**src/hw/rtl/cia_pkg.sv**
```systemverilog
// ----------------------------------------------------------------------------
// Complex integer ALU package
// Command codes and size constants shared by the ALU modules.
// ----------------------------------------------------------------------------
package cia_pkg;

  localparam int unsigned OPW_DEFAULT = 16;   // operand width used inside
  localparam int unsigned IN_W        = 16;   // width of an operand field
  localparam int unsigned RES_W       = 33;   // width of a result part
  localparam int unsigned EXT_W       = 64;   // exact intermediate width
  localparam int unsigned FIFO_DEPTH  = 4;

  typedef enum logic [2:0] {
    CMD_ADD = 3'd0,
    CMD_SUB = 3'd1,
    CMD_MUL = 3'd2,
    CMD_DIV = 3'd3,
    CMD_NEG = 3'd4,
    CMD_EQ  = 3'd5,
    CMD_NE  = 3'd6
  } cmd_t;

endpackage

```
**src/hw/rtl/cia_if.sv**
```systemverilog
// ----------------------------------------------------------------------------
// Complex integer ALU channels
// Valid/ready interfaces for operand items and result items.
// ----------------------------------------------------------------------------
interface cia_in_if;
  logic        valid;
  logic        ready;
  logic [2:0]  command;
  logic [15:0] a_re;
  logic [15:0] a_im;
  logic [15:0] b_re;
  logic [15:0] b_im;

  modport source (output valid, command, a_re, a_im, b_re, b_im, input ready);
  modport sink   (input valid, command, a_re, a_im, b_re, b_im, output ready);
endinterface


```
**src/hw/rtl/cia_front.sv**
```systemverilog
// ----------------------------------------------------------------------------
// Complex integer ALU front end
// Accepts items, sign-extends operands, decodes the command and forms the
// products, simple results and flags in one registered stage.
// ----------------------------------------------------------------------------
module cia_front import cia_pkg::*; #(
  parameter int unsigned OPW = OPW_DEFAULT,
  parameter int unsigned DW  = 5 + 2 * (2 * OPW + 1) + 12 * OPW
) (
  input  logic          clk,
  input  logic          rst_n,
  cia_in_if.sink        in_ch,
  output logic          push,
  input  logic          full,
  output logic [DW-1:0] push_data
);

  localparam int unsigned PW = 2 * OPW;
  localparam int unsigned SW = 2 * OPW + 1;

  logic signed [OPW-1:0] ar, ai, br, bi;
  logic signed [PW-1:0]  xar, xai, xbr, xbi;
  logic signed [SW-1:0]  sre, sim;
  logic                  tru, dz;
  cmd_t                  cmd;

  logic                  vld_r;
  logic [DW-1:0]         data_r, data_nxt;

  function automatic logic signed [OPW-1:0] take_op(input logic [IN_W-1:0] v);
    logic [EXT_W-1:0] z;
    z = EXT_W'(v);
    return z[OPW-1:0];
  endfunction

  always_comb begin
    cmd = cmd_t'(in_ch.command);
    ar  = take_op(in_ch.a_re);
    ai  = take_op(in_ch.a_im);
    br  = take_op(in_ch.b_re);
    bi  = take_op(in_ch.b_im);
    xar = PW'(ar);
    xai = PW'(ai);
    xbr = PW'(br);
    xbi = PW'(bi);
    sre = '0;
    sim = '0;
    tru = 1'b0;
    dz  = 1'b0;
    case (cmd)
      CMD_ADD: begin
        sre = SW'(ar) + SW'(br);
        sim = SW'(ai) + SW'(bi);
      end
      CMD_SUB: begin
        sre = SW'(ar) - SW'(br);
        sim = SW'(ai) - SW'(bi);
      end
      CMD_NEG: begin
        sre = -SW'(ar);
        sim = -SW'(ai);
      end
      CMD_DIV: dz  = (br == '0) && (bi == '0);
      CMD_EQ:  tru = (ar == br) && (ai == bi);
      CMD_NE:  tru = (ar != br) || (ai != bi);
      default: ;
    endcase
    data_nxt = {in_ch.command, tru, dz, sre, sim,
                xar * xbr, xai * xbi, xai * xbr, xar * xbi,
                xbr * xbr, xbi * xbi};
  end

  assign push        = vld_r && !full;
  assign push_data   = data_r;
  // hold off items while reset is asserted
  assign in_ch.ready = rst_n && (!vld_r || !full);

  always_ff @(posedge clk) begin
    if (!rst_n) begin
      vld_r <= 1'b0;
    end else if (in_ch.ready) begin
      vld_r <= in_ch.valid;
    end
  end

  always_ff @(posedge clk) begin
    if (in_ch.ready && in_ch.valid) begin
      data_r <= data_nxt;
    end
  end

endmodule

```
**src/flat_wrapper.sv**
```systemverilog
// flat-port wrapper written by rule: the top's interface ports become plain ports
module cia_front_flat import cia_pkg::*;
#(
  parameter int unsigned OPW = OPW_DEFAULT,
  parameter int unsigned DW  = 5 + 2 * (2 * OPW + 1) + 12 * OPW
)
  (clk, rst_n, push, full, push_data, in_ch_valid, in_ch_command, in_ch_a_re, in_ch_a_im, in_ch_b_re, in_ch_b_im, in_ch_ready);
  cia_in_if in_ch_i ();
  input  logic clk;
  input  logic rst_n;
  output logic push;
  input  logic full;
  output logic [DW-1:0] push_data;
  input wire logic [$bits(in_ch_i.valid)-1:0] in_ch_valid;
  input wire logic [$bits(in_ch_i.command)-1:0] in_ch_command;
  input wire logic [$bits(in_ch_i.a_re)-1:0] in_ch_a_re;
  input wire logic [$bits(in_ch_i.a_im)-1:0] in_ch_a_im;
  input wire logic [$bits(in_ch_i.b_re)-1:0] in_ch_b_re;
  input wire logic [$bits(in_ch_i.b_im)-1:0] in_ch_b_im;
  output wire logic [$bits(in_ch_i.ready)-1:0] in_ch_ready;
  assign in_ch_i.valid = in_ch_valid;
  assign in_ch_i.command = in_ch_command;
  assign in_ch_i.a_re = in_ch_a_re;
  assign in_ch_i.a_im = in_ch_a_im;
  assign in_ch_i.b_re = in_ch_b_re;
  assign in_ch_i.b_im = in_ch_b_im;
  assign in_ch_ready = in_ch_i.ready;
  cia_front #(.OPW(OPW), .DW(DW)) u_core (.clk(clk), .rst_n(rst_n), .in_ch(in_ch_i), .push(push), .full(full), .push_data(push_data));
endmodule
```
**config.mk**
```make
export PLATFORM = sky130hd
export DESIGN_NAME = cia_front_flat
export DESIGN_NICKNAME = d
export VERILOG_FILES = /design/src/hw/rtl/cia_pkg.sv /design/src/hw/rtl/cia_if.sv /design/src/hw/rtl/cia_front.sv /design/src/flat_wrapper.sv
export SDC_FILE = /design/constraint.sdc
export NUM_CORES = 2
export LEC_CHECK = 0
export BUFFER_PORTS_ARGS = -buffer_cell sky130_fd_sc_hd__buf_2
export CORE_MARGIN = 3
export CORE_UTILIZATION = 40
export CTS_CLUSTER_DIAMETER = 150
export DETAILED_ROUTE_END_ITERATION = 10
export MAX_ROUTING_LAYER = met4
export PLACE_DENSITY = 0.61
export SLEW_MARGIN = 5
export SYNTH_ARGS = -nofsm -noshare
export SYNTH_HDL_FRONTEND = slang
export SYNTH_SLANG_ARGS = --single-unit
```
**constraint.sdc**
```tcl
create_clock -name clk -period 23 [get_ports clk]
set_clock_uncertainty 0.15 [all_clocks]
set_input_delay 1.15 -clock clk [delete_from_list [all_inputs] [get_ports clk]]
set_output_delay 1.15 -clock clk [all_outputs]
set_load 0.005 [all_outputs]
```
**Yosys cells after proc, flatten, opt, wreduce, memory -nomap -nowiden**

Cells that the tools add are included.

- Add/subtract/negate cells: 6
- Multiply operators: 6
- Equality and inequality tests: 9
- Multiplexer cells: 3
- Reductions and logical operators: 12

Operators with widths:

| cell | number |
|---|---|
| $pmux 33 s3 | 2 |
| $mul 16x16->32 | 6 |
| $neg 16->33 | 2 |
| $add 16x16->17 | 2 |
| $sub 16x16->17 | 2 |
| $eq 16x16->1 | 2 |
| $logic_not 16->1 | 2 |
| $ne 16x16->1 | 2 |
| $eq 3x3->1 const B | 3 |
| $logic_and 1x1->1 | 5 |
| $eq 3x1->1 const B | 1 |
| $eq 3x2->1 const B | 1 |
| $logic_not 3->1 | 1 |
| $logic_not 1->1 | 2 |
| $logic_or 1x1->1 | 2 |
| $pmux 1 s2 | 1 |

- Flip-flop bits (word level): 264
- Bits of input ports: 71
- Word-level logic and storage cells: 39

**Logic depth before layout (Yosys ltp)**

- Depth after elaboration: 4
- Mapped depth: 26

**Least setup slack after synthesis**

OpenSTA, ideal clock, no wires.

- Path kind: input -> register
- Start: in rst_n
- End: reg u_core.data_r[0], in the netlist u_core.push_data[0], enable pin
- Setup time: 654 ps
- Arrival: 7,377 ps
- Data required time: 22,196 ps
- Path slack: 14,818 ps
- Stages on the path: 2
- Cell sequence: a21boi_0 > and2_1

- Longest elaborated chain between the ends: 2

Ends and longest elaborated chain:

| element | RTL line | source |
|---|---|---|
| start, declared | flat_wrapper.sv:10 | `input logic rst_n;` |
| $logic_and 1x1->1 | cia_front.sv:76 | `assign in_ch.ready = rst_n && (!vld_r \|\| !full);` |
| $logic_and 1x1->1 | cia_front.sv:87 | `if (in_ch.ready && in_ch.valid) begin` |
| end signal, assigned | cia_front.sv:88 | `data_r <= data_nxt;` |
| end, declared | cia_front.sv:28 | `logic [DW-1:0] data_r, data_nxt;` |

Every way passes these cells.
A chain may end at the register's enable or synchronous reset.

**Worst setup path in the final report**

- Start: in in_ch_b_re[3]
- End: reg u_core.data_r[190], in the netlist u_core.push_data[190] (data pin)

- Longest elaborated chain between the ends: 1

Ends and longest elaborated chain:

| element | RTL line | source |
|---|---|---|
| start, declared | flat_wrapper.sv:18 | `input wire logic [$bits(in_ch_i.b_re)-1:0] in_ch_b_re;` |
| $mul 16x16->32 | cia_front.sv:69 | `xar * xbr, xai * xbi, xai * xbr, xar * xbi,` |
| named net u_core.data_nxt[190] | cia_front.sv:28 |  |

The timed path passes the listed nets, and every way through them passes these cells.

==> flow_summary.html <==
<table>
<tr><th>Metric</th><th>Value</th></tr>
<tr><th colspan="2">Logic synthesis</th></tr>
<tr><td>Cell variety after synth</td><td>slightly above 80</td></tr>
<tr><td>Proportion of netlist area held by the largest area contributor</td><td>between 40% and 50%</td></tr>
<tr><td>Ys async rst share</td><td>0%</td></tr>
<tr><td>Seq/Total Area, Yosys</td><td>a little under an eighth</td></tr>
<tr><td>Prevailing post-synth register cell</td><td>sky130_fd_sc_hd__edfxtp_1</td></tr>
<tr><td>Cell types with the largest area share after synthesis</td><td>sky130_fd_sc_hd__fa_1, sky130_fd_sc_hd__edfxtp_1, sky130_fd_sc_hd__ha_1</td></tr>
<tr><td>Average cell area after synthesis</td><td>between 9 and 10 um^2</td></tr>
<tr><td>Post-synthesis cell type with the largest combined area</td><td>sky130_fd_sc_hd__fa_1</td></tr>
<tr><td>Yosys reg bits</td><td>between 200 and 300</td></tr>
<tr><td>Number of enable flip-flop cells after synthesis</td><td>between 200 and 300</td></tr>
<tr><td>Synthesized area</td><td>roughly 0.069 mm^2</td></tr>
<tr><td>Cell count after synthesis</td><td>between 7000 and 8000</td></tr>
<tr><td>Ys Warns</td><td>0</td></tr>
<tr><th colspan="2">Route</th></tr>
<tr><td>Average detailed-routed wire length per instance</td><td>around 20 um</td></tr>
<tr><td>First-pass iteration count of the detailed router</td><td>6</td></tr>
<tr><td>Remaining DRCs</td><td>0</td></tr>
<tr><td>Overall routed net length</td><td>approximately 200000 um</td></tr>
<tr><td>Vias per cell</td><td>around 5.2</td></tr>
<tr><td>Via count</td><td>between 40000 and 50000</td></tr>
<tr><td>Number of DRC markers in iteration 0</td><td>~3200</td></tr>
<tr><td>Antenna-violating nets left</td><td>0</td></tr>
<tr><th colspan="2">CTS</th></tr>
<tr><td>Clock tree from TritonCTS</td><td>done</td></tr>
<tr><td>Post-CTS resize count</td><td>0</td></tr>
<tr><td>Clk buf depth</td><td>3</td></tr>
<tr><td>Clk Latency, worst-skew pair</td><td>a little over 0.6 ns</td></tr>
<tr><td>Number of clock sinks</td><td>~260</td></tr>
<tr><td>Root buffer cell</td><td>sky130_fd_sc_hd__clkbuf_16</td></tr>
<tr><td>Number of buffers inserted for hold repair after clock tree synthesis</td><td>0</td></tr>
<tr><td># H-tree levels</td><td>2</td></tr>
<tr><td>Clock-pin transition on the worst setup and hold timing paths</td><td>approximately 0.06 ns</td></tr>
<tr><td># Post-CTS Setup Buffers</td><td>0</td></tr>
<tr><td>Total CTS buffers</td><td>36</td></tr>
<tr><th colspan="2">Worst setup path</th></tr>
<tr><td>Crit path capture type</td><td>flop</td></tr>
<tr><td>End of the critical path</td><td>u_core.push_data[190]$_DFFE_PP_</td></tr>
<tr><td>Register-to-register setup slack</td><td>about 20 ns</td></tr>
<tr><td>Worst endpoint data arrival time</td><td>just under 9 ns</td></tr>
<tr><td>Worst R2R Path Depth</td><td>4</td></tr>
<tr><td>Slowest CP cell</td><td>sky130_fd_sc_hd__inv_1</td></tr>
<tr><td>Required @ worst endpoint</td><td>between 20 and 25 ns</td></tr>
<tr><td>Worst Path Class, Setup</td><td>input pin to flop</td></tr>
<tr><td>Cell breakdown of the critical path</td><td>buf_2, buf_4, inv_1, nor2_1, fa_1, fa_1, fa_1, fa_1, fa_1, inv_1, fa_1, inv_1, ha_1, a21o_1, a21o_1, a221oi_1, nand2_1, o21ai_0, o21ai_0, a21o_1, a21oi_1, xnor2_1</td></tr>
<tr><td>Worst-path maximum fanout</td><td>41</td></tr>
<tr><td>Most prevalent standard cell on the critical path</td><td>sky130_fd_sc_hd__fa_1</td></tr>
<tr><td>Startpoint class of the critical path</td><td>input pin</td></tr>
<tr><td>CP peak stage delay</td><td>between 0.6 and 0.7 ns</td></tr>
<tr><td>CP startpoint</td><td>in_ch_b_re[3]</td></tr>
<tr><td>Launch point of the worst reg-to-reg path</td><td>u_core.vld_r$_SDFFE_PN0P_</td></tr>
<tr><td>Endpoint of the most critical register-to-register path</td><td>u_core.push_data[256]$_DFFE_PP_</td></tr>
<tr><th colspan="2">Floorplan</th></tr>
<tr><td>Placeable core region</td><td>~0.17 mm^2</td></tr>
<tr><td>Die X-Extent</td><td>approximately 420 um</td></tr>
<tr><td>Num ports</td><td>336</td></tr>
<tr><td>Die area</td><td>around 0.18 mm^2</td></tr>
<tr><td>Std-Cell Rows</td><td>about 150</td></tr>
<tr><td>Initial Utilization</td><td>40.44%</td></tr>
<tr><td>Vertical die dimension</td><td>about 420 um</td></tr>
<tr><th colspan="2">STA</th></tr>
<tr><td>Final worst path period need</td><td>8.467 ns</td></tr>
<tr><td>Share of the clock period used by the worst path</td><td>a little under two fifths</td></tr>
<tr><td>Max-slew violation total from the final report</td><td>0</td></tr>
<tr><td>Top achievable clock speed</td><td>about 120 MHz</td></tr>
<tr><td>Post-Route Setup TNS</td><td>0 ns</td></tr>
<tr><td>Endpoints failing setup</td><td>0</td></tr>
<tr><td>Worst max-slew margin expressed relative to the limit</td><td>between 20% and 30%</td></tr>
<tr><td>RSZ-0062 raised after global routing</td><td>false</td></tr>
<tr><td>Final-report hold violation count</td><td>0</td></tr>
<tr><td>Actual slew at the worst max-slew pin</td><td>1.102 ns</td></tr>
<tr><th colspan="2">Global route</th></tr>
<tr><td>First-pass GRT wire length</td><td>roughly 310000 um</td></tr>
<tr><td>Total Routing Usage GR</td><td>about a quarter</td></tr>
<tr><td>Pin count of the biggest net entering global routing</td><td>72</td></tr>
<tr><td>Overflow after GRT</td><td>0</td></tr>
<tr><td>Antenna violations before repair</td><td>17</td></tr>
<tr><td>Number of global-route vias before repair</td><td>about 54000</td></tr>
<tr><th colspan="2">Layout</th></tr>
<tr><td>Fraction of final layout cells sized beyond drive strength 1</td><td>about 7%</td></tr>
<tr><td>Area grow syn2layout</td><td>7.344%</td></tr>
<tr><td>Fin nets</td><td>9538</td></tr>
<tr><th colspan="2">Placed design</th></tr>
<tr><td>Input/output buffers</td><td>about 330</td></tr>
<tr><td>Final Wtd Congestion</td><td>0.8976</td></tr>
<tr><td>Post-detail-place hpwl</td><td>152400 um</td></tr>
<tr><th colspan="2">Job</th></tr>
<tr><td>Maximum capacitance violations</td><td>0</td></tr>
<tr><th colspan="2">Status</th></tr>
<tr><td>Status</td><td>complete, no violations</td></tr>
<tr><th colspan="2">Worst hold path</th></tr>
<tr><td>Type of the tightest min-delay check</td><td>flop to flop</td></tr>
</table>
[worst max-delay path, delay by kind of cell]
| family | cells | cell delay [ns] |
|---|---|---|
| buffers and inverters | 5 | 1.35 |
| AO/OA/AOI/OAI | 7 | 2.18 |
| adder cells (fa/ha/maj) | 7 | 3.48 |
| XOR/XNOR | 1 | 0.08 |
| AND/OR/NAND/NOR | 2 | 0.41 |
[layout make-up]
cell class,count,area [um^2]
fill,16620,96230
multi-input combinational,4805,52730
sequential,262,7858
inverter,1854,6959
tap,2218,2775
timing repair buffer,408,2230
clock buffer,41,940.9
clock inverter,25,276.5
antenna,16,40.04
[per-stage QoR]
step                      worst slack [ns]  hold slack (ns)  utilization [%]  instance area, um^2  instances
after floorplan                      14.82           0.3317                -                68760       7241
after global placement               14.18           0.3472            42.67                72550       9547
after detailed placement             13.98           0.3648            42.67                72550       9547
after CTS                            14.67           0.3763            43.38                73770       9613
after global routing                 14.21           0.4190            43.40                73800       9625
final                                14.53           0.3708            43.41                73810       9629
[state kept, by name, summed over array words and instances, names as in the netlist]
signal / cells
u_core.vld_r: 1
u_core.push_data: 261
[routing by layer]
layer | track usage [%] | part of all wire (%) | routed length, um | vias up
li1 | - | - | - | 22010
met1 | 29.31 | 40 | 78760 | 25720
met2 | 38.07 | 48 | 94070 | 1630
met3 | 3.682 | 6.3 | 12470 | 399
met4 | 10.93 | 5.7 | 11160 | 0
met5 | - | 0 | 0 | -
[cell usage after synthesis (all sizes together), types with 7 or more instances]
library cell	number
or2	11
nand2b	35
and3	13
o211ai	12
a21boi	7
nor2	392
clkinv	11
edfxtp	261
o21bai	33
a21oi	171
o22ai	27
o21a	34
or4	8
o31ai	30
inv	1843
a311o	8
and2	393
a21o	74
fa	1518
or3	25
a31oi	21
xor2	69
o221a	10
clkbuf	289
buf	31
o2111ai	7
xnor2	187
nor3	55
nor4	15
a221oi	20
nor2b	20
o21ai	118
ha	582
a31o	17
nand4	28
nand2	714
a211oi	23
nand3	45
[worst min path at each step]
stage | from | to | slack, ns | depth (start not counted)
floorplan | u_core.vld_r$_SDFFE_PN0P_ | u_core.vld_r$_SDFFE_PN0P_ | 0.33 | 2
global placement | u_core.vld_r$_SDFFE_PN0P_ | u_core.vld_r$_SDFFE_PN0P_ | 0.35 | 2
detailed placement | u_core.vld_r$_SDFFE_PN0P_ | u_core.vld_r$_SDFFE_PN0P_ | 0.36 | 2
CTS | u_core.vld_r$_SDFFE_PN0P_ | u_core.vld_r$_SDFFE_PN0P_ | 0.38 | 2
global route | u_core.vld_r$_SDFFE_PN0P_ | u_core.vld_r$_SDFFE_PN0P_ | 0.42 | 2
finish | u_core.vld_r$_SDFFE_PN0P_ | u_core.vld_r$_SDFFE_PN0P_ | 0.37 | 2
[cell usage in the layout, fill, tap and decap left out, types with 15 or more instances in the layout]
cell type	n
sky130_fd_sc_hd__nand3_1	45
sky130_fd_sc_hd__nand4_1	28
sky130_fd_sc_hd__ha_1	582
sky130_fd_sc_hd__a31oi_1	21
sky130_fd_sc_hd__nor2_1	391
sky130_fd_sc_hd__fa_1	1518
sky130_fd_sc_hd__a21oi_1	171
sky130_fd_sc_hd__nor3_1	51
sky130_fd_sc_hd__clkbuf_16	37
sky130_fd_sc_hd__and2_1	392
sky130_fd_sc_hd__o21bai_1	33
sky130_fd_sc_hd__a21o_1	74
sky130_fd_sc_hd__or3_1	24
sky130_fd_sc_hd__a31o_2	17
sky130_fd_sc_hd__diode_2	16
sky130_fd_sc_hd__nor4_1	15
sky130_fd_sc_hd__a211oi_1	23
sky130_fd_sc_hd__xor2_1	69
sky130_fd_sc_hd__xnor2_1	187
sky130_fd_sc_hd__edfxtp_1	261
sky130_fd_sc_hd__nor2b_1	20
sky130_fd_sc_hd__o21a_1	34
sky130_fd_sc_hd__buf_2	333
sky130_fd_sc_hd__nand2b_1	35
sky130_fd_sc_hd__nand2_1	713
sky130_fd_sc_hd__o21ai_0	117
sky130_fd_sc_hd__o31ai_1	29
sky130_fd_sc_hd__buf_4	75
sky130_fd_sc_hd__inv_1	1837
sky130_fd_sc_hd__a221oi_1	20
sky130_fd_sc_hd__o22ai_1	27
[logic make-up after synthesis]
group	after synthesis	synth area share [%]
AO/OA/AOI/OAI	672	6.520
XOR/XNOR	256	3.261
adder cells (fa/ha/maj)	2100	54.79
other	1	0.005454
buffers and inverters	2174	11.91
flip-flops	262	11.43
AND/OR/NAND/NOR	1769	12.00
multiplexers	6	0.08735
Power is not shown: default switching activity piles up to over one toggle a cycle in this logic, so the estimate is an artifact.
