--- src/hw/rtl/cia_pkg.sv ---
// ----------------------------------------------------------------------------
// Complex integer ALU package
// Command codes and size constants shared by the ALU modules.
// ----------------------------------------------------------------------------
package cia_pkg;

  localparam int unsigned OPW_DEFAULT = 16;   // operand width used inside
  localparam int unsigned IN_W        = 16;   // width of an operand field
  localparam int unsigned RES_W       = 33;   // width of a result part
  localparam int unsigned EXT_W       = 64;   // exact intermediate width
  localparam int unsigned FIFO_DEPTH  = 4;

  typedef enum logic [2:0] {
    CMD_ADD = 3'd0,
    CMD_SUB = 3'd1,
    CMD_MUL = 3'd2,
    CMD_DIV = 3'd3,
    CMD_NEG = 3'd4,
    CMD_EQ  = 3'd5,
    CMD_NE  = 3'd6
  } cmd_t;

endpackage

--- src/hw/rtl/cia_fifo.sv ---
// ----------------------------------------------------------------------------
// Complex integer ALU queue
// Small show-ahead queue between the front end and the back end.
// ----------------------------------------------------------------------------
module cia_fifo import cia_pkg::*; #(
  parameter int unsigned DW    = 8,
  parameter int unsigned DEPTH = FIFO_DEPTH
) (
  input  logic          clk,
  input  logic          rst_n,
  input  logic          push,
  input  logic [DW-1:0] push_data,
  output logic          full,
  input  logic          pop,
  output logic          empty,
  output logic [DW-1:0] pop_data
);

  localparam int unsigned AW = (DEPTH > 1) ? $clog2(DEPTH) : 1;

  logic [DW-1:0] mem [DEPTH];
  logic [AW-1:0] wr_r, wr_nxt, rd_r, rd_nxt;
  logic [AW:0]   cnt_r, cnt_nxt;

  function automatic logic [AW-1:0] bump(input logic [AW-1:0] p);
    return (p == AW'(DEPTH - 1)) ? '0 : p + 1'b1;
  endfunction

  assign full     = (cnt_r == (AW + 1)'(DEPTH));
  assign empty    = (cnt_r == '0);
  assign pop_data = mem[rd_r];

  always_comb begin
    wr_nxt  = push ? bump(wr_r) : wr_r;
    rd_nxt  = pop  ? bump(rd_r) : rd_r;
    cnt_nxt = cnt_r + (AW + 1)'(push) - (AW + 1)'(pop);
  end

  always_ff @(posedge clk) begin
    if (!rst_n) begin
      wr_r  <= '0;
      rd_r  <= '0;
      cnt_r <= '0;
    end else begin
      wr_r  <= wr_nxt;
      rd_r  <= rd_nxt;
      cnt_r <= cnt_nxt;
    end
  end

  always_ff @(posedge clk) begin
    if (push) begin
      mem[wr_r] <= push_data;
    end
  end

endmodule

--- config.mk ---
export PLATFORM = sky130hd
export DESIGN_NAME = cia_fifo
export DESIGN_NICKNAME = d
export VERILOG_FILES = /design/src/hw/rtl/cia_pkg.sv /design/src/hw/rtl/cia_fifo.sv
export SDC_FILE = /design/constraint.sdc
export NUM_CORES = 1
export LEC_CHECK = 0
export ABC_CLOCK_PERIOD_IN_PS = 1900
export BUFFER_PORTS_ARGS = -buffer_cell sky130_fd_sc_hd__buf_2
export CORE_MARGIN = 1.5
export CORE_UTILIZATION = 55
export CTS_CLUSTER_DIAMETER = 50
export DETAILED_ROUTE_END_ITERATION = 8
export GPL_ROUTABILITY_DRIVEN = 0
export GPL_TIMING_DRIVEN = 0
export MAX_ROUTING_LAYER = met4
export PLACE_DENSITY = 0.77
export REMOVE_ABC_BUFFERS = 1
export SLEW_MARGIN = 20
export SYNTH_ARGS = -nofsm -noshare
export SYNTH_HDL_FRONTEND = slang
export SYNTH_SLANG_ARGS = --single-unit
--- constraint.sdc ---
create_clock -name clk -period 1.9 [get_ports clk]
set_input_delay 0.095 -clock clk [delete_from_list [all_inputs] [get_ports clk]]
set_output_delay 0.095 -clock clk [all_outputs]
set_load 0.02 [all_outputs]
## Word-level counts from Yosys, hierarchy flattened

Memory sizes are Yosys's and may differ from the RTL's. A register that Yosys moved wholly into a read port is not among the register bits.
Cells that the tools add are included.

- $add $sub $neg: 4
- Eq/ne operators: 3
- Mux-type cells: 6
- Reductions and logical operators: 1

Operators with widths:

| operator | count |
|---|---|
| $mux W2 | 4 |
| $add A2 B1 Y2 const B | 2 |
| $eq A2 B2 Y1 const B | 2 |
| $add A3 B1 Y3 | 1 |
| $eq A3 B3 Y1 const B | 1 |
| $logic_not A3 Y1 | 1 |
| $sub A3 B1 Y3 | 1 |
| $mux W1 | 2 |

- Register bits: 7
- Bits in writable memories: 32
- Input port bits: 12
- Word-level logic and storage cells: 18
- Memories kept: 1

Memories:

| memory | depth | width | read ports | clocked after Yosys merged registers in | write ports | line | text |
|---|---|---|---|---|---|---|---|
| mem | 4 | 8 | 1 | 1 | 1 | cia_fifo.sv:21 | `logic [DW-1:0] mem [DEPTH];` |

## Depth between registers and ports, before layout

Gate-level depths: netlist of the first run.

- Depth after elaboration: 4
- Depth in mapped cells: 7
- Gate-level depth less buffers: 7

## Least setup slack after synthesis of the first run

No wires, ideal clock.

- Path kind: reg2reg
- Start point: register cnt_r[0]
- End point: register cnt_r[2]
- Setup time: 0.064 ns
- Data arrival time: 1.601 ns
- Data required time: 1.836 ns
- Path slack: 0.234 ns
- Stages on the path, launching flop included: 8
- Clock period less this slack: 1.666 ns
- Cell sequence: dfxtp_1 inv_1 ha_1 inv_1 ha_1 fa_1 xor3_1 nor2_1

- Word-level cells in the longest chain between the ends: 2

RTL lines:

| what | line | text |
|---|---|---|
| from (decl) | cia_fifo.sv:23 | `logic [AW:0] cnt_r, cnt_nxt;` |
| from (signal assigned) | cia_fifo.sv:47 | `cnt_r <= cnt_nxt;` |
| $add A3 B1 Y3 | cia_fifo.sv:36 | `cnt_nxt = cnt_r + (AW + 1)'(push) - (AW + 1)'(pop);` |
| $sub A3 B1 Y3 | cia_fifo.sv:36 |  |

No other way between the ends.
A chain may end at the register's enable or synchronous reset.

## Worst setup path after layout of the first run

Same ends and word-level chain as after synthesis.

==> Flow_metrics.wiki, run 1 <==
{| class="wikitable"
! Metric !! Value
|-
| Status || completed
|-
| Kind of launch point of the worst setup path || flip-flop
|-
| Min-delay worst type || in -> reg
|-
| Final hold violations || 0
|-
| Share of the clock period used by the worst path || 0.925
|-
| Antenna cells || 0
|-
| Total vias in the final route || just over 800
|-
| Skew-Pair Late Insertion Delay || between 300 and 400 ps
|-
| Die footprint || roughly 0.0033 mm^2
|-
| Critical Path End Type || flip-flop
|-
| Reg2Reg Depth || 7
|-
| Final wirelength || 2540 um
|-
| Yosys warnings || 0
|-
| Area growth from synthesis to layout || 16.7%
|-
| Netlist Area Pre-Place || about 0.0016 mm^2
|-
| Total power per unit cell area || between 900 and 1000 mW/mm^2
|-
| Pre-CTS WS || around 150 ps
|-
| Antenna violations before repair || 0
|-
| Final-layout worst hold slack || ~90 ps
|-
| Slack of the worst reg-to-reg path || roughly 140 ps
|-
| Number of buffer and inverter stages on the critical path || 2
|-
| Starting utilization of the core area || 0.581
|-
| TritonCTS buffer count || 5
|-
| Boundary pin count || 22
|-
| Upper clock frequency limit || around 570 MHz
|-
| Worst path required time || roughly 2200 ps
|-
| Worst reg2reg path startpoint || cnt_r[0]
|-
| Remaining antenna violation count || 0
|-
| Terminus of the critical flop-to-flop path || cnt_r[2]
|-
| Quantity of I/O buffers inserted on ports || 21
|-
| Share of the yosys chip area belonging to registers || 0.706
|-
| Via count of the first global-routing pass || ~870
|-
| Nets || around 140
|-
| Crit path arrival time || roughly 2000 ps
|-
| Setup Total Neg Slack || 0 ps
|-
| Count of distinct cell types in the synthesized netlist || 17
|-
| Clock slew seen by the registers of the worst setup and hold paths || approximately 100 ps
|-
| Detail-routed via count per cell || ~5.3
|-
| Flip-flop and latch count after synthesis || 41
|-
| Maximum number of pins on one net before global-route repair || 13
|-
| Post-detail-place hpwl || ~1800 um
|-
| Syn_area_per_cell || around 19 um^2
|-
| Global-route wire length before repair || ~4200 um
|-
| Root Driver || clkbuf_4
|-
| Largest clock skew in the final design || approximately 17 ps
|-
| Final count of pins violating max slew || 0
|-
| Number of H-tree levels || 2
|-
| DR pass1 iterations || 4
|-
| Number of DRC violations after detailed-routing iteration 0 || 24
|-
| Clk buf depth || 2
|-
| RSZ-0062 raised after global routing || false
|-
| Crit path from || cnt_r[0]
|-
| Width of the die || about 57 um
|-
| Count of clock tree sinks || a little over 40
|-
| Critical-path cell list || inv_1 > ha_1 > inv_1 > ha_1 > fa_1 > xor3_1 > nor2_1
|-
| GRT Resource Usage Total || 0.189
|-
| Maximum net fanout on the critical path || 2
|-
| Worst slew pin tran || ~440 ps
|-
| Count of max-cap constraint violations || 0
|-
| Crit Path Category || reg -> reg
|-
| Crit path largest cell delay || approximately 380 ps
|-
| Final period demand of the worst path || around 1800 ps
|-
| Synthesized instance count || 86
|-
| Buffer count from post-CTS setup fixing || 0
|-
| Setup violators final || 0
|-
| Routed wirelength normalized by instance count || approximately 17 um
|-
| Headroom to the max-slew limit || 0.710
|-
| Clock tree from TritonCTS || built
|-
| Cell family with most CP delay || adder cells
|-
| Layout cells sized above 1 || 0.295
|-
| Residual DRC count || 0
|-
| Startpoint of the worst hold path || pop
|-
| Slowest stage cell on the critical path || fa_1
|-
| Number of instances on the worst hold path || 3
|-
| Height of the die || 57.2 um
|-
| Worst path setup slack after routing || around 140 ps
|-
| Cell leakage power || 0.000722 uW
|-
| Worst vdd ir || ~0.00076 V
|-
| Count of standard-cell rows || 19
|-
| Sum of overflow across all layers after global routing || 0
|-
| Placeable core region || 0.00278 mm^2
|}
how the worst max path moves through the flow:
stage | to | slack (ps) | cells after the start
2_1_floorplan | cnt_r[2] | 230 | 7
5_1_grt | cnt_r[2] | 50 | 7
3_5_place_dp | cnt_r[2] | 150 | 7
6_report | cnt_r[2] | 140 | 7
3_3_place_gp | cnt_r[2] | 200 | 7
4_1_cts | cnt_r[2] | 130 | 7
cell usage after synthesis (all sizes together):
library cell / number / area (um^2)
nor3: 1 / 5.00
mux2i: 2 / 20.0
fa: 1 / 20.0
nand2b: 2 / 12.5
and3: 1 / 6.26
edfxtp: 32 / 961
a21oi: 2 / 10.0
clkbuf: 1 / 5.00
dfxtp: 9 / 180
or3b: 2 / 17.5
inv: 7 / 26.3
and2: 6 / 37.5
xor3: 1 / 23.8
ha: 7 / 87.6
nor2: 3 / 11.3
mux4: 8 / 180
buf: 1 / 11.3
per-layer routing:
layer	part of all wire	track usage
met1	0.40	0.216
met2	0.56	0.314
met3	0.037	0.0612
met4	0.0094	0.0698
met5	0	-
worst min-delay path, stage by stage:
cell      delay (ps)
buf_2            110
nand2b_1         100
a21oi_1           70
layout by cell type (no fill, tap or decap):
master / n
a21oi_1: 2
and2_1: 6
and3_1: 1
buf_2: 21
clkbuf_1: 2
clkbuf_4: 5
clkinv_2: 1
dfxtp_1: 8
dfxtp_2: 1
dlygate4sd3_1: 9
edfxtp_1: 32
fa_1: 1
ha_1: 7
inv_1: 7
mux2i_1: 2
mux4_2: 8
nand2b_1: 2
nor2_1: 3
nor3_1: 1
or3b_1: 2
xor3_1: 1
logic make-up (layout without fill, tap and decap cells):
family	count (synthesis)	in the layout	synth area share
adders and majority gates	8	8	0.0666
AOI/OAI and AO/OA	2	2	0.00620
xor gates and xnor gates	1	1	0.0147
and+or+nand+nor	15	15	0.0558
DFF	41	41	0.706
muxes	10	10	0.124
buffers and inverters	9	45	0.0263
what timing repair did:
action | in CTS | in global routing
hold endpoints to repair | 33 | 0
hold buffers | 9 | 0
endpoints found under the setup margin | 8 | 0
gates resized for setup | 1 | 0
power by group:
group	internal [uW]	leakage, uW	switching (uW)
clock network	144	0.0000293	253
logic	146	0.000324	139
registers	1020	0.000369	36.5
flip-flops by register name, summed over array words and instances, names as in the netlist, named ones only:
name,cells
mem,32
cnt_r,3
rd_r,2
wr_r,2
final cells by class:
class / count / area, um^2
clock buffers: 7 / 45.0
clock inverters: 1 / 5.00
fillers: 198 / 897
inverters: 7 / 26.3
multi-input cells: 36 / 432
flip-flops and latches: 41 / 1140
well taps: 31 / 38.8
repair buffers: 30 / 195
per-stage QoR:
| step | instance area [um^2] | cells | power (uW) | utilization |
|---|---|---|---|---|
| floorplan | 1600 | 84 | 1260 | - |
| global placement | 1740 | 136 | 1340 | 0.627 |
| detailed placement | 1740 | 136 | 1360 | 0.627 |
| CTS | 1880 | 153 | 1760 | 0.677 |
| global route | 1880 | 153 | 1830 | 0.677 |
| finish | 1880 | 153 | 1740 | 0.677 |
Power figures use the tool's default switching activity.
==> run 2: changes to the inputs <==
ABC_AREA = 1   (was unset)
PLACE_DENSITY = 0.76   (was 0.77)
==> Flow_metrics.wiki, run 2 <==
{| class="wikitable"
! Metric !! Value
|-
| Flip-flop and latch count after synthesis || 41
|-
| Post-detail-place hpwl || around 1900 um
|-
| Dominant cells by area after synthesis || edfxtp_1 55%, dfxtp_1 10%, inv_1 6.7%
|-
| Pre-CTS WS || 329 ps
|-
| Cell leakage power || slightly below 0.0009 uW
|-
| Kind of launch point of the worst setup path || flip-flop
|-
| Routed wirelength normalized by instance count || between 10 and 15 um
|-
| Status || completed
|-
| Antenna violations before repair || 0
|-
| Crit path arrival time || ~1500 ps
|-
| Share of the clock period used by the worst path || 0.857
|-
| Worst slew pin tran || between 500 and 600 ps
|-
| Worst vdd ir || about 0.00070 V
|-
| Buffer count from post-CTS setup fixing || 0
|-
| Netlist Area Pre-Place || 0.00174 mm^2
|-
| Final wirelength || around 3000 um
|-
| Area of the multi-input gates || 423 um^2
|-
| Area growth from synthesis to layout || 15.0%
|-
| Area fraction in compound gates after synthesis || 0.0943
|-
| Residual DRC count || 0
|-
| EDFF count, synth || 32
|-
| Boundary pin count || 22
|-
| Final count of pins violating max slew || 0
|-
| Clk buf depth || 2
|-
| Synth area leader || edfxtp_1
|-
| Library cell with the highest instance count after synthesis || edfxtp_1
|-
| Leading cell types in the layout, fill and taps excluded || 32 x edfxtp_1, 31 x inv_1, 27 x nand2_1
|-
| Remaining antenna violation count || 0
|-
| Leading cell type in the layout, fill and taps excluded || edfxtp_1
|-
| Dominant combinational cell family by area after synthesis || buffers and inverters
|-
| Max FFs per register || 32
|-
| Count of filler cells inserted in the layout || 235
|-
| Sum of overflow across all layers after global routing || 0
|-
| Via count of the first global-routing pass || 1,091
|-
| Final period demand of the worst path || approximately 1600 ps
|-
| Largest clock skew in the final design || approximately 17 ps
|-
| Headroom to the max-slew limit || 0.608
|-
| Detail-routed via count per cell || around 4.9
|-
| Count of standard-cell rows || 20
|-
| Area share of xor/xnor cells in the synthesized design || 0.00504
|-
| Quantity of I/O buffers inserted on ports || 21
|-
| Global-route wire length before repair || ~4700 um
|-
| Width of the die || 59.2 um
|-
| Min-delay worst type || in -> reg
|-
| Root Driver || clkbuf_4
|-
| RSZ-0062 raised after global routing || false
|-
| Worst path required time || about 1800 ps
|-
| Setup Total Neg Slack || 0 ps
|-
| Share of the yosys chip area belonging to registers || 0.657
|-
| Yosys warnings || 0
|-
| Simple logic cell fraction of the synthesized area || 0.0821
|-
| Synthesized instance count || between 150 and 200
|-
| Number of H-tree levels || 2
|-
| Maximum net fanout on the critical path || 16
|-
| Clock tree from TritonCTS || built
|-
| Top cells by count, synth || 32 x edfxtp_1, 31 x inv_1, 27 x nand2_1
|-
| Total vias in the final route || 1,107
|-
| Starting utilization of the core area || 0.574
|-
| Syn_area_per_cell || 11.4 um^2
|-
| Total power per unit cell area || between 900 and 1000 mW/mm^2
|-
| Utilization of the core after routing || 0.660
|-
| Crit Path Category || reg -> out
|-
| DR pass1 iterations || 4
|-
| Top_reg_cell synth || edfxtp_1
|-
| GRT Resource Usage Total || 0.196
|-
| Count of clock tree sinks || 41
|-
| Placeable core region || 0.00303 mm^2
|-
| Setup violators final || 0
|-
| Post-synthesis async set-or-reset flop share || 0
|-
| Final hold violations || 0
|-
| TritonCTS buffer count || 5
|-
| Layout cells sized above 1 || 0.164
|-
| Top register by number of flip-flops || mem
|-
| Die footprint || ~0.0035 mm^2
|-
| Largest registers || mem: 32 flops, cnt_r: 3 flops
|-
| Height of the die || 59.2 um
|-
| Multiplexer area fraction after synthesis || 0
|-
| Worst path setup slack after routing || roughly 270 ps
|-
| Clock slew seen by the registers of the worst setup and hold paths || ~110 ps
|-
| Critical Path End Type || primary output
|-
| Count of max-cap constraint violations || 0
|-
| Nets || ~200
|-
| Skew-Pair Late Insertion Delay || 340 ps
|-
| Upper clock frequency limit || ~600 MHz
|-
| Fraction of post-synthesis cell area in the top cell type by area || 0.553
|-
| Count of distinct cell types in the synthesized netlist || 18
|-
| Area used by sequential logic in the layout || between 0.001 and 0.0015 mm^2
|-
| Fraction of the mapped netlist area in adder cells || 0.0619
|-
| Maximum number of pins on one net before global-route repair || 33
|-
| Antenna cells || 0
|-
| Number of DRC violations after detailed-routing iteration 0 || 19
|}
run 2: cell count changes after synthesis, moves of 8 or more:
| cell | delta |
|---|---|
| a21oi_1 | +8 |
| inv_1 | +24 |
| mux4_2 | -8 |
| nand2_1 | +27 |
| o211ai_1 | +8 |
| o21ai_0 | +8 |
run 2: logic make-up after synthesis:
logic type | after synthesis
and+or+nand+nor | 37
AOI/OAI and AO/OA | 28
DFF | 41
buffers and inverters | 37
adders and majority gates | 8
xor gates and xnor gates | 1
run 2: where the power goes:
part / switching (uW) / total [uW] / internal (uW)
sequential: 47.4 / 1080 / 1030
combinational: 184 / 297 / 113
clock: 262 / 538 / 276
run 2: final cells by class:
type                    count  share of cell area
flip-flops and latches     41               0.572
multi-input cells          74               0.212
repair buffers             29              0.0927
inverters                  31              0.0582
well taps                  44              0.0276
clock buffers               6              0.0207
clock inverters             2              0.0175
run 2: what timing repair did:
item,4_1_cts,5_1_grt
endpoints found under the hold margin,32,0
hold buffers,8,0
resized for setup,1,0
setup endpoints to repair,6,0
run 2: critical path, stage by stage, from the launching register on:
cell	delay [ps]
dfxtp_1	710
o211ai_1	190
nand2_1	120
buf_2	170
run 2: final timing paths:
path,startpoint,end,slack [ps],depth (start not counted)
setup reg to reg,cnt_r[0],cnt_r[2],330,7
hold reg to reg,rd_r[0],flip-flop,560,2
setup / recovery,flip-flop,pop_data[1],270,3
hold / removal,rst_n,cnt_r[1],10,3
run 2: metrics by stage:
step	hold slack (ps)	power [uW]	cells	cell area, um^2
finish	14.4	1910	227	2000
global route	17.6	2020	227	2000
floorplan	188	1280	146	1680
CTS	0.575	1930	227	2000
detailed placement	316	1380	211	1840
global placement	305	1360	211	1840
run 2: metal layers:
layer  GRT usage  up-vias  share of wire
met5           -        -              0
met4      0.0974        0          0.019
met3      0.0524        6          0.024
met2       0.345       19           0.55
met1       0.197      523           0.41
li1            -      559              -
==> run 3: changes to the inputs <==
CORE_MARGIN = unset   (was 1.5)
HOLD_SLACK_MARGIN = 0.1   (was unset)
==> Flow_metrics.wiki, run 3 (same netlist as run 2, synthesis figures left out) <==
{| class="wikitable"
! Metric !! Value
|-
| Total vias in the final route || roughly 1,100
|-
| Worst vdd ir || 0.000512 V
|-
| Most Frequent Cell on Critical Path || ha_1
|-
| Summed area of non-filler cells in the final layout || between 0.002 and 0.0025 mm^2
|-
| Antenna cells || 0
|-
| Cell leakage power || approximately 0.00087 uW
|-
| Final hold violations || 0
|-
| RSZ-0062 raised after global routing || false
|-
| Number of H-tree levels || 2
|-
| Boundary pin count || 22
|-
| Skew-Pair Late Insertion Delay || between 300 and 400 ps
|-
| Final count of pins violating max slew || 0
|-
| GRT Resource Usage Total || 0.200
|-
| Clock tree from TritonCTS || built
|-
| Leading cell type in the layout, fill and taps excluded || edfxtp_1
|-
| Crit path arrival time || between 1500 and 2000 ps
|-
| Die footprint || ~0.0034 mm^2
|-
| Area used by sequential logic in the layout || ~0.0011 mm^2
|-
| Max FFs per register || 32
|-
| Count of max-cap constraint violations || 0
|-
| Top register by number of flip-flops || mem
|-
| Routed wirelength normalized by instance count || between 10 and 15 um
|-
| Final period demand of the worst path || 1630 ps
|-
| TritonCTS buffer count || 5
|-
| Quantity of I/O buffers inserted on ports || 21
|-
| Worst path required time || approximately 2200 ps
|-
| Height of the die || 58.2 um
|-
| Antenna violations before repair || 0
|-
| Kind of launch point of the worst setup path || primary input
|-
| Share of the clock period used by the worst path || 0.856
|-
| Buffer count from post-CTS setup fixing || 0
|-
| Upper clock frequency limit || slightly above 600 MHz
|-
| Post-detail-place hpwl || ~1900 um
|-
| Slowest stage cell on the critical path || dlygate4sd3_1
|-
| Critical Path End Type || flip-flop
|-
| Setup Total Neg Slack || 0 ps
|-
| Number of DRC violations after detailed-routing iteration 0 || 38
|-
| Detail-routed via count per cell || approximately 5
|-
| Remaining antenna violation count || 0
|-
| Critical-path cell list || dlygate4sd3_1 > buf_2 > ha_1 > inv_1 > ha_1 > fa_1 > a21oi_1 > nor2_1
|-
| Area of the multi-input gates || ~420 um^2
|-
| Clk buf depth || 2
|-
| Post-DP Area || 0.00184 mm^2
|-
| Maximum net fanout on the critical path || 4
|-
| Count of filler cells inserted in the layout || around 230
|-
| Placeable core region || approximately 0.0030 mm^2
|-
| Slack of the worst reg-to-reg path || about 290 ps
|-
| Nets || around 210
|-
| Clock slew seen by the registers of the worst setup and hold paths || between 100 and 150 ps
|-
| Utilization of the core after routing || 0.661
|-
| Leading cell types in the layout, fill and taps excluded || 32 x edfxtp_1, 31 x inv_1, 27 x nand2_1
|-
| Count of standard-cell rows || 20
|-
| Maximum number of pins on one net before global-route repair || 33
|-
| Total power per unit cell area || between 800 and 900 mW/mm^2
|-
| Global-route wire length before repair || between 4000 and 5000 um
|-
| Status || completed
|-
| Crit Path Category || in -> reg
|-
| Setup violators final || 0
|-
| Count of clock tree sinks || 41
|-
| Residual DRC count || 0
|-
| Largest registers || mem: 32 flops, cnt_r: 3 flops
|-
| Worst slew pin tran || roughly 570 ps
|-
| Starting utilization of the core area || 0.574
|-
| Crit path largest cell delay || 530 ps
|-
| Largest clock skew in the final design || 3.54 ps
|-
| Final wirelength || 2860 um
|-
| DR pass1 iterations || 4
|-
| Layout cells sized above 1 || 0.151
|-
| Headroom to the max-slew limit || 0.620
|-
| Sum of overflow across all layers after global routing || 0
|-
| Total instance count after detailed placement || 211
|-
| Area growth from synthesis to layout || 15.1%
|-
| Root Driver || clkbuf_4
|-
| Number of non-filler instances in the completed layout || 230
|-
| Final-layout worst hold slack || 499 ps
|-
| Via count of the first global-routing pass || 1,059
|-
| Min-delay worst type || in -> reg
|-
| Width of the die || a little under 60 um
|}
-- run 3: changes by cell type in the layout (fill, tap and decap cells not counted), sizes merged --
cell and change:
dlygate4sd3 +3, bufinv -1, clkbuf +1
-- run 3: metal layers --
metal | global-route usage | routed length (um) | up-vias
met5 | - | 0 | -
met4 | 0.0918 | 55 | 0
met3 | 0.0670 | 110 | 6
met2 | 0.338 | 1530 | 22
met1 | 0.210 | 1170 | 535
li1 | - | - | 561
-- run 3: what timing repair did --
item                       CTS  global route
hold buffers                11             0
setup endpoints to repair    8             0
gates resized for setup      1             0
hold endpoints to repair    41             0
-- run 3: cell type report --
class                      instances  share of cell area
tap                               44              0.0275
multi-input combinational         74               0.211
clock buffer                       7              0.0225
inverter                          31              0.0582
timing repair buffer              32               0.108
sequential                        41               0.571
clock inverter                     1             0.00188
-- run 3: worst paths after layout --
path,from,endpoint,depth (start not counted)
max,pop,cnt_r[2],8
min,push_data[2],mem[0][2],2
max reg2reg,cnt_r[0],cnt_r[2],7
min reg2reg,rd_r[0],flip-flop,2
-- run 3: metrics by stage --
step | worst slack (ps) | total power, uW
final | 274 | 1780
after global routing | 190 | 1880
after CTS | 285 | 1800
after detailed placement | 324 | 1380
after global placement | 404 | 1360
after floorplan | 429 | 1280
-- run 3: report_power, final --
group          switching, uW  internal, uW  total, uW
Combinational            184           117        300
Sequential              48.8          1030       1080
Clock                    260           142        403
-- run 3: worst max-delay path: cells and delay by family --
family	cells	cell delay [ps]
fa+ha+maj	3	850
compound gates	1	140
simple gates	1	70
buf+inv	3	710
